==> src/design/ocwt_ram.sv <==
// Generic single-port RAM with a registered read.
`default_nettype none
module ocwt_ram #(
   parameter int Width = 8,
   parameter int Depth = 16
) (
   input  wire logic                     clock,
   input  wire logic                     wr_en,
   input  wire logic [$clog2(Depth)-1:0] addr,
   input  wire logic [Width-1:0]         wr_data,
   output      logic [Width-1:0]         rd_data
);
   logic [Width-1:0] mem [Depth];

   always_ff @(posedge clock) begin
      if (wr_en) begin
         mem[addr] <= wr_data;
      end
      rd_data <= mem[addr];
   end
endmodule
`default_nettype wire

==> config.mk <==
export PLATFORM = sky130hd
export DESIGN_NAME = ocwt_ram
export DESIGN_NICKNAME = d
export VERILOG_FILES = /design/src/design/ocwt_ram.sv
export SDC_FILE = /design/constraint.sdc
export NUM_CORES = 1
export LEC_CHECK = 0
export BUFFER_PORTS_ARGS = -buffer_cell sky130_fd_sc_hd__buf_2
export CORE_UTILIZATION = 55
export DETAILED_ROUTE_END_ITERATION = 8
export GPL_ROUTABILITY_DRIVEN = 0
export PLACE_DENSITY_LB_ADDON = 0.08
export SETUP_SLACK_MARGIN = 0.1
export SLEW_MARGIN = 20
export SYNTH_ARGS = -nofsm -noshare
export SYNTH_HDL_FRONTEND = slang
export SYNTH_SLANG_ARGS = --single-unit
==> constraint.sdc <==
create_clock -name clock -period 5.6 [get_ports clock]
set_clock_uncertainty 0.05 [all_clocks]
set_input_delay 1.12 -clock clock [delete_from_list [all_inputs] [get_ports clock]]
set_output_delay 1.12 -clock clock [all_outputs]
set_load 0.005 [all_outputs]
* Word-level counts from Yosys, hierarchy flattened
Memories as Yosys holds them, arrays and structs flattened. A register that Yosys moved wholly into a read port is not among the register bits.
Index checks and enable logic that the tools add are counted.
** Word-level totals
- Output and inout port bits :: 8
- Word-level logic and storage cells :: 3
- Latch bits :: 0
- RAM bits :: 128
- ROM bits :: 0
- Bits in registers :: 0
- Memories :: 1
** Memories
- mem :: depth 16, bits a word 8, read ports 1, clocked after Yosys merged registers in 1, wr ports 1, RTL line 13 : logic [Width-1:0] mem [Depth];
** Cells by class
- Reduce and logical (&&, ||, !) cells :: 0
- Div/mod/pow operators :: 0
- Mux-type cells :: 2
- Bitwise logic cells :: 0
- $add $sub $neg :: 0
- Eq/ne operators :: 0
- Order comparisons :: 0
- Multiply operators :: 0
- Shifts and indexed selects :: 0
** Operators by type and width (number)
- two-way mux 1 bit :: 2

* Logic depth before layout (Yosys ltp)
Gate-level depths: netlist (run 1).
- Depth in word-level cells :: 2
- Depth in mapped cells :: 5
- Depth with buffers taken out :: 3

* Worst setup path before layout (run 1)
OpenSTA, ideal clock, no wires.
- Kind :: input port to flip-flop
- Start :: in addr[2]
- End :: mem mem[0][0], enable pin
- Data required time :: 5.167 ns
- Stages on the path :: 2
- Buffers on the path :: 0
- Setup slack :: 2.937 ns
- Arrival :: 2.230 ns
- Path through :: or3b_2 -> nor3_1
** RTL lines
- start, declared :: RTL line 9 : input wire logic [$clog2(Depth)-1:0] addr,
- end, declared :: RTL line 13
Straight into the memory's write port.

==> results.json, run 1 <==
{
  "outcome": "finished, violations left",
  "violations": "DRC",
  "critPathKind": "primary input to flip-flop",
  "ir_drop_mv": 0.210,
  "required_ns": 5.93,
  "drt_iter0_drc": 232,
  "leakage_nw": 1.93,
  "drive_gt1_share_pct": 32.2,
  "finalCritPeriodShare_pct": 49.5,
  "hold_buffers": 0,
  "cp-start-kind": "primary input",
  "hpwl_mm": 5.49,
  "grt_pass1_vias": 2302,
  "coreArea_um2": 8810,
  "post_cts_buffers": 0,
  "die_h_um": 98.0,
  "path_clk_slew_ns": 0.05,
  "cts_resized": 0,
  "synth_warnings": 0,
  "slowest_delay_ns": 0.69,
  "postSynthCellCount": 230,
  "cts-root-buf": "clkbuf_8",
  "ios": 22,
  "slew_headroom_pct": 36.6,
  "path_cells": "buf_2 -> buf_4 -> mux4_2 -> a22oi_1 -> nand2_1",
  "p_switching_w": 0.000455,
  "max_cap_violations": 0,
  "swShare_pct": 19.8,
  "fp.dieArea_um2": 9600,
  "path_max_fanout": 30,
  "slowest_stage": "buf_2",
  "drt_wl_total_mm": 9.02,
  "worst-path-buf-inv": 2,
  "clock_latency_ns": 0.50,
  "power_density_nw_per_um2": 393,
  "syn_to_final_growth_pct": 15.7,
  "chipWidth_um": 98.0,
  "nets": 277,
  "ys_types": 18,
  "ys_seq_elements": 136,
  "grt_max_degree": 40,
  "via_per_inst": 5.95,
  "antenna_found_initial": 0,
  "synth.avg_cell_area_um2": 22.0,
  "grt_pass1_wl_mm": 13.4,
  "num_antenna_cells": 0,
  "std_cell_rows": 34,
  "htreeDepth": 4,
  "period_needed_ns": 2.77,
  "num_vias": 2283,
  "cts.sinks": 136,
  "cts_tree": "done",
  "initial_core_util_pct": 57.5,
  "intPower_w": 0.00185,
  "nFillCells": 582,
  "cp_top_family": "buffers and inverters",
  "wl_per_cell_um": 23.5,
  "rsz0062_at_grt": "no",
  "end_kind": "flip-flop",
  "syn-num-nets": 244,
  "post-route-drc-count": 4,
  "track_usage_pct": 20.7,
  "ant_nets": 0,
  "synthesis.area_um2": 5070,
  "grt_overflow_total": 0,
  "cts_buffer_depth": 2,
  "tightestPinTransition_ns": 0.950,
  "cts_made_buffers": 17,
  "port_buffers": 21,
  "tns_ns": 0,
  "hold_violations": 0,
  "maxSlewViolCount": 0,
  "p_clk_share_pct": 45.9,
  "final-setup-viol-count": 0,
  "crit_arrival_ns": 3.10,
  "fmax_mhz": 361,
  "seq_power_share_pct": 49.6,
  "power.total_w": 0.00230,
  "hold_class": "flip-flop to flip-flop",
  "yosysSeqAreaShare_pct": 79.0,
  "p_comb_share_pct": 4.4,
  "drtPass1Iterations": 6
}
[metal layers]
layer	part of all wire, %	global-route usage, %	routed length [um]	up-vias
met4	0.37	6.29	33	0
met1	46	31.3	4110	1176
li1	-	-	-	1027
met3	6.3	6.01	564	5
met5	0	0	0	-
met2	48	29.6	4320	75
[cells in the final DEF, fill, tap and decap left out, drive strengths merged]
cell type | netlist | final
bufinv | 0 | 2
or3b | 1 | 1
and2 | 1 | 1
nor2 | 13 | 13
nand3 | 1 | 1
inv | 0 | 2
a22oi | 16 | 16
nor3 | 4 | 4
mux4 | 32 | 32
clkinvlp | 0 | 1
buf | 8 | 25
clkbuf | 3 | 21
nand2 | 9 | 9
dfxtp | 8 | 8
nand2b | 2 | 2
nand3b | 2 | 2
clkinv | 0 | 6
nor2b | 2 | 2
edfxtp | 128 | 128
[power by group through the flow]
stage / clock network (W) / logic [W] / registers (W)
3_3_place_gp: 0 / 0.000102 / 0.00116
3_5_place_dp: 0 / 0.000104 / 0.00117
2_1_floorplan: 0 / 0.0000586 / 0.00116
6_report: 0.00106 / 0.000102 / 0.00114
5_1_grt: 0.00112 / 0.000110 / 0.00115
4_1_cts: 0.00107 / 0.000104 / 0.00114
[path summary, 6_finish.rpt]
kind               from         end  slack (ns)  cells after the start
max             addr[0]  rd_data[1]        2.83                      5
min          mem[10][1]  rd_data[1]        0.64                      3
max reg2reg  mem[15][4]  rd_data[4]        4.19                      3
min reg2reg  mem[10][1]  rd_data[1]        0.64                      3
[cell type report]
cell class	count	area [um^2]	share of cell area, %
clock buffer	21	459	7.83
clock inverter	11	121	2.07
multi-input combinational	83	1010	17.2
sequential	136	4000	68.3
tap	108	135	2.30
timing repair buffer	25	135	2.30
[synthesized netlist by cell type]
cell type	n	area, um^2
nand2_1	9	33.8
a22oi_1	16	120
clkbuf_2	1	5.00
nor2_1	13	48.8
edfxtp_1	128	3840
dfxtp_1	8	160
nor2b_1	2	12.5
clkbuf_1	2	7.51
and2_1	1	6.26
nand3_1	1	5.00
nand3b_1	2	15.0
or3b_2	1	8.76
buf_6	2	22.5
nor3_1	4	20.0
nand2b_1	2	12.5
mux4_2	32	721
buf_2	2	10.0
buf_1	4	15.0
[stage by stage]
stage	area (um^2)	hold slack (ns)	setup WS [ns]	std cells	utilization (%)
5_1_grt	5860	0.665	2.69	384	66.6
4_1_cts	5860	0.640	2.79	384	66.6
2_1_floorplan	5070	0.585	2.94	230	-
3_3_place_gp	5280	0.618	2.27	352	59.9
3_5_place_dp	5280	0.627	2.25	352	60.0
6_report	5860	0.639	2.83	384	66.6
[tightest hold or removal path: cells and delay by family (launching register included)]
kind / cells / cell delay, ns
compound gates: 1 / 0.08
mux: 1 / 0.22
flops: 1 / 0.31
simple gates: 1 / 0.05
[kinds of logic (layout without fill, tap and decap cells)]
logic type | count (synthesis) | count (layout) | share of synthesized area, %
buffers and inverters | 11 | 57 | 1.19
flip-flops | 136 | 136 | 79.0
AND/OR/NAND/NOR | 35 | 35 | 3.21
AO/OA/AOI/OAI | 16 | 16 | 2.37
multiplexers | 32 | 32 | 14.2
[flip-flops by register name, summed over array words and instances (netlist names)]
name and count:
rd_data 8, mem 128
No activity file was read; power rests on OpenSTA's default activity.
==> inputs of run 2 (changes only) <==
==> constraint.sdc (replaced) <==
create_clock -name clock -period 2.9 [get_ports clock]
set_clock_uncertainty 0.05 [all_clocks]
set_input_delay 0.58 -clock clock [delete_from_list [all_inputs] [get_ports clock]]
set_output_delay 0.58 -clock clock [all_outputs]
set_load 0.005 [all_outputs]
==> results.json, run 2 (synthesized netlist as in run 1, its figures left out) <==
{
  "num_antenna_cells": 0,
  "outcome": "finished, violations left",
  "port_buffers": 21,
  "num_vias": 2364,
  "post_cts_buffers": 0,
  "crit_arrival_ns": 2.16,
  "reg.largest.list": "mem x128, rd_data x8",
  "cp-start-kind": "primary input",
  "fmax_mhz": 551,
  "max_cap_violations": 0,
  "path_max_fanout": 16,
  "p_clk_share_pct": 47.4,
  "syn_to_final_growth_pct": 18.3,
  "via_per_inst": 5.97,
  "leakage_nw": 2.01,
  "hold_violations": 0,
  "clock_latency_ns": 0.51,
  "ir_drop_mv": 0.564,
  "rsz0062_at_grt": "no",
  "crit-reg2reg-launch": "mem[1][0]",
  "cts_resized": 0,
  "drive_gt1_share_pct": 35.1,
  "chipWidth_um": 98.0,
  "grt_max_degree": 18,
  "finalCritPeriodShare_pct": 62.6,
  "period_needed_ns": 1.82,
  "coreArea_um2": 8810,
  "p_switching_w": 0.000896,
  "cts_buffer_depth": 2,
  "htreeDepth": 4,
  "slew_headroom_pct": 41.9,
  "grt_overflow_total": 0,
  "post-route-drc-count": 5,
  "cts.sinks": 136,
  "hpwl_mm": 5.82,
  "place_area_um2": 5380,
  "maxSlewViolCount": 0,
  "final-setup-viol-count": 0,
  "cts_made_buffers": 17,
  "largest-register": "mem",
  "grt_pass1_vias": 2395,
  "layout_common_cells": "128 x edfxtp_1, 32 x mux4_2, 21 x buf_2",
  "violations": "DRC",
  "seq_power_share_pct": 48.1,
  "final_area_um2": 5990,
  "grt_pass1_wl_mm": 14.6,
  "path_clk_slew_ns": 0.06,
  "std_cell_rows": 34,
  "largest_register_ffs": 128,
  "hold_buffers": 0,
  "wl_per_cell_um": 24.2,
  "track_usage_pct": 22.1,
  "initial_core_util_pct": 57.5,
  "drtPass1Iterations": 7,
  "min_from": "wr_data[2]",
  "antenna_found_initial": 0,
  "required_ns": 3.24,
  "final_common_cell": "edfxtp_1",
  "cts-root-buf": "clkbuf_8",
  "tns_ns": 0,
  "swShare_pct": 19.5,
  "drt_wl_total_mm": 9.59,
  "ios": 22,
  "nets": 289,
  "cts_tree": "done",
  "worstSetupStartpoint": "addr[0]",
  "drt_iter0_drc": 177,
  "nFillCells": 560,
  "end_kind": "flip-flop",
  "die_h_um": 98.0,
  "hold_class": "primary input to flip-flop",
  "p_comb_share_pct": 4.5,
  "power_density_nw_per_um2": 767,
  "critPathKind": "primary input to flip-flop",
  "ant_nets": 0,
  "intPower_w": 0.00370,
  "tightestPinTransition_ns": 0.869,
  "fp.dieArea_um2": 9600
}
-- run 2: cell types whose count changed in the layout (fill, tap and decap cells not counted), sizes merged --
cell    change
buf        +12
bufinv      +2
clkbuf      -1
inv         -1
-- run 2: per-stage QoR --
stage | setup slack [ns] | instances | power, W | hold slack (ns) | util [%]
after global routing | 1.01 | 396 | 0.00473 | 0.406 | 68.1
after global placement | 0.580 | 364 | 0.00246 | 0.606 | 61.1
after CTS | 1.07 | 396 | 0.00463 | 0.395 | 68.0
after floorplan | 0.777 | 230 | 0.00236 | 0.585 | -
after detailed placement | 0.555 | 364 | 0.00246 | 0.632 | 61.1
final | 1.08 | 396 | 0.00460 | 0.416 | 68.1
-- run 2: worst max-delay path, stage by stage --
cell and delay (ns):
buf_2 0.38, buf_12 0.25, mux4_2 0.54, a22oi_1 0.28, nand2_1 0.10
-- run 2: power by group through the flow --
stage	registers, W	logic [W]	clock network (W)
after global routing	0.00221	0.000221	0.00229
after detailed placement	0.00225	0.000208	0
final	0.00221	0.000207	0.00218
after global placement	0.00225	0.000206	0
after CTS	0.00221	0.000209	0.00221
after floorplan	0.00225	0.000113	0
-- run 2: final timing paths --
path	to	slack, ns	depth (start not counted)
max	rd_data[0]	1.08	5
min	mem[14][2]	0.42	1
max reg2reg	rd_data[0]	1.50	3
min reg2reg	rd_data[6]	0.64	3
-- run 2: cell type report --
type	count	area [um^2]	area share [%]
tap	108	135	2.25
sequential	136	4000	66.8
clock buffer	20	435	7.26
multi-input combinational	83	1010	16.8
timing repair buffer	37	238	3.97
clock inverter	12	174	2.90
-- run 2: layer usage --
metal	part of all wire, %	GRT usage (%)	vias up	wire length (um)
li1	-	-	1053	-
met1	46	34.4	1201	4450
met2	46	31.0	101	4430
met3	6.5	4.94	9	621
met4	1.0	8.39	0	96
met5	0	0	-	0
==> inputs of run 3 (changes only) <==
==> constraint.sdc (replaced) <==
create_clock -name clock -period 1.7 [get_ports clock]
set_clock_uncertainty 0.05 [all_clocks]
set_input_delay 0.34 -clock clock [delete_from_list [all_inputs] [get_ports clock]]
set_output_delay 0.34 -clock clock [all_outputs]
set_load 0.005 [all_outputs]
==> results.json, run 3 (synthesized netlist as in run 1, its figures left out) <==
{
  "layout_common_cells": "128 x edfxtp_1, 32 x mux4_2, 29 x buf_4",
  "std_cell_rows": 34,
  "cts_tree": "done",
  "final_util_pct": 70.3,
  "slowest_delay_ns": 0.47,
  "drt_wl_total_mm": 9.00,
  "cts-root-buf": "clkbuf_8",
  "leakage_nw": 2.09,
  "pre_cts_ws_ns": -0.118,
  "wl_per_cell_um": 21.7,
  "regArea_um2": 4000,
  "drive_gt1_share_pct": 43.3,
  "rsz0062_at_grt": "no",
  "cts_resized": 0,
  "cp_top_family": "multiplexers",
  "port_buffers": 21,
  "cts.sinks": 136,
  "final_common_cell": "edfxtp_1",
  "post-route-drc-count": 1,
  "coreArea_um2": 8810,
  "cts_made_buffers": 17,
  "hold_depth": 1,
  "initial_core_util_pct": 57.5,
  "via_per_inst": 5.73,
  "die_h_um": 98.0,
  "period_needed_ns": 1.39,
  "r2r_cells": 3,
  "violations": "DRC",
  "outcome": "finished, violations left",
  "post_cts_buffers": 0,
  "htreeDepth": 4,
  "ios": 22,
  "p_comb_share_pct": 4.9,
  "hold_violations": 0,
  "slew_headroom_pct": 51.5,
  "maxSlewViolCount": 0,
  "path_cells": "mux4_2 -> a22oi_1 -> nand2_1",
  "path_clk_slew_ns": 0.06,
  "clock_latency_ns": 0.50,
  "syn_to_final_growth_pct": 22.1,
  "grt_overflow_total": 0,
  "p_clk_share_pct": 45.2,
  "drt_iter0_drc": 184,
  "tightestPinTransition_ns": 0.727,
  "crit_arrival_ns": 1.73,
  "swShare_pct": 20.6,
  "hpwl_mm": 5.92,
  "chipWidth_um": 98.0,
  "ant_nets": 0,
  "end_kind": "flip-flop",
  "largest_register_ffs": 128,
  "track_usage_pct": 21.0,
  "final_area_um2": 6190,
  "fin_ws_ns": 0.309,
  "intPower_w": 0.00600,
  "multi_input_area_um2": 1040,
  "final-setup-viol-count": 0,
  "num_antenna_cells": 0,
  "required_ns": 2.04,
  "critical_path_depth": 3,
  "hold_class": "primary input to flip-flop",
  "hold_buffers": 0,
  "grt_pass1_vias": 2584,
  "place_area_um2": 5620,
  "num_vias": 2380,
  "tns_ns": 0,
  "max_cap_violations": 0,
  "reg.largest.list": "mem x128, rd_data x8",
  "cts_buffer_depth": 2,
  "seq_power_share_pct": 49.9,
  "grt_max_degree": 27,
  "ir_drop_mv": 0.796,
  "grt_pass1_wl_mm": 14.3,
  "path_max_fanout": 1,
  "antenna_found_initial": 0,
  "p_switching_w": 0.00155,
  "power_density_nw_per_um2": 1220,
  "nFillCells": 546,
  "drtPass1Iterations": 6,
  "fmax_mhz": 719,
  "critPathKind": "flip-flop to flip-flop",
  "worst-path-buf-inv": 0,
  "slowest_stage": "mux4_2",
  "largest-register": "mem",
  "fp.dieArea_um2": 9600,
  "cp-start-kind": "flip-flop",
  "nets": 308,
  "finalCritPeriodShare_pct": 81.9,
  "power.total_w": 0.00756
}
## run 3: cell count changes in the layout (fill, tap and decap cells not counted), sizes merged
cell | previous run | this run
buf | 37 | 56
bufinv | 4 | 2
clkinv | 6 | 7
clkinvlp | 1 | 4
inv | 1 | 2
clkbuf | 20 | 17
## run 3: layer usage
metal / track usage (%) / vias up / routed length (um)
met5: 0 / - / 0
met4: 8.62 / 0 / 122
met3: 4.80 / 13 / 373
met2: 33.7 / 66 / 4620
met1: 28.3 / 1213 / 3890
li1: - / 1088 / -
## run 3: path summary, 6_finish.rpt
path	from	to	slack [ns]
max reg2reg	mem[2][3]	rd_data[3]	0.31
min reg2reg	mem[14][3]	rd_data[3]	0.62
min	wr_data[4]	mem[7][4]	0.17
max	mem[2][3]	rd_data[3]	0.31
## run 3: per-stage QoR
step / hold slack [ns] / cells
6_report: 0.174 / 415
4_1_cts: 0.153 / 415
5_1_grt: 0.165 / 415
2_1_floorplan: 0.389 / 230
3_3_place_gp: 0.611 / 383
3_5_place_dp: 0.610 / 383
## run 3: power groups by stage
stage / registers (W) / clock network [W] / logic, W
6_report: 0.00377 / 0.00342 / 0.000372
5_1_grt: 0.00377 / 0.00361 / 0.000403
4_1_cts: 0.00377 / 0.00347 / 0.000378
3_5_place_dp: 0.00384 / 0 / 0.000373
3_3_place_gp: 0.00384 / 0 / 0.000366
2_1_floorplan: 0.00384 / 0 / 0.000199
## run 3: area by class of cell
class / count / area share [%]
clock inverters: 15 / 2.47
flip-flops and latches: 136 / 64.7
clock buffers: 17 / 6.69
well taps: 108 / 2.18
repair buffers: 56 / 7.16
multi-input cells: 83 / 16.8
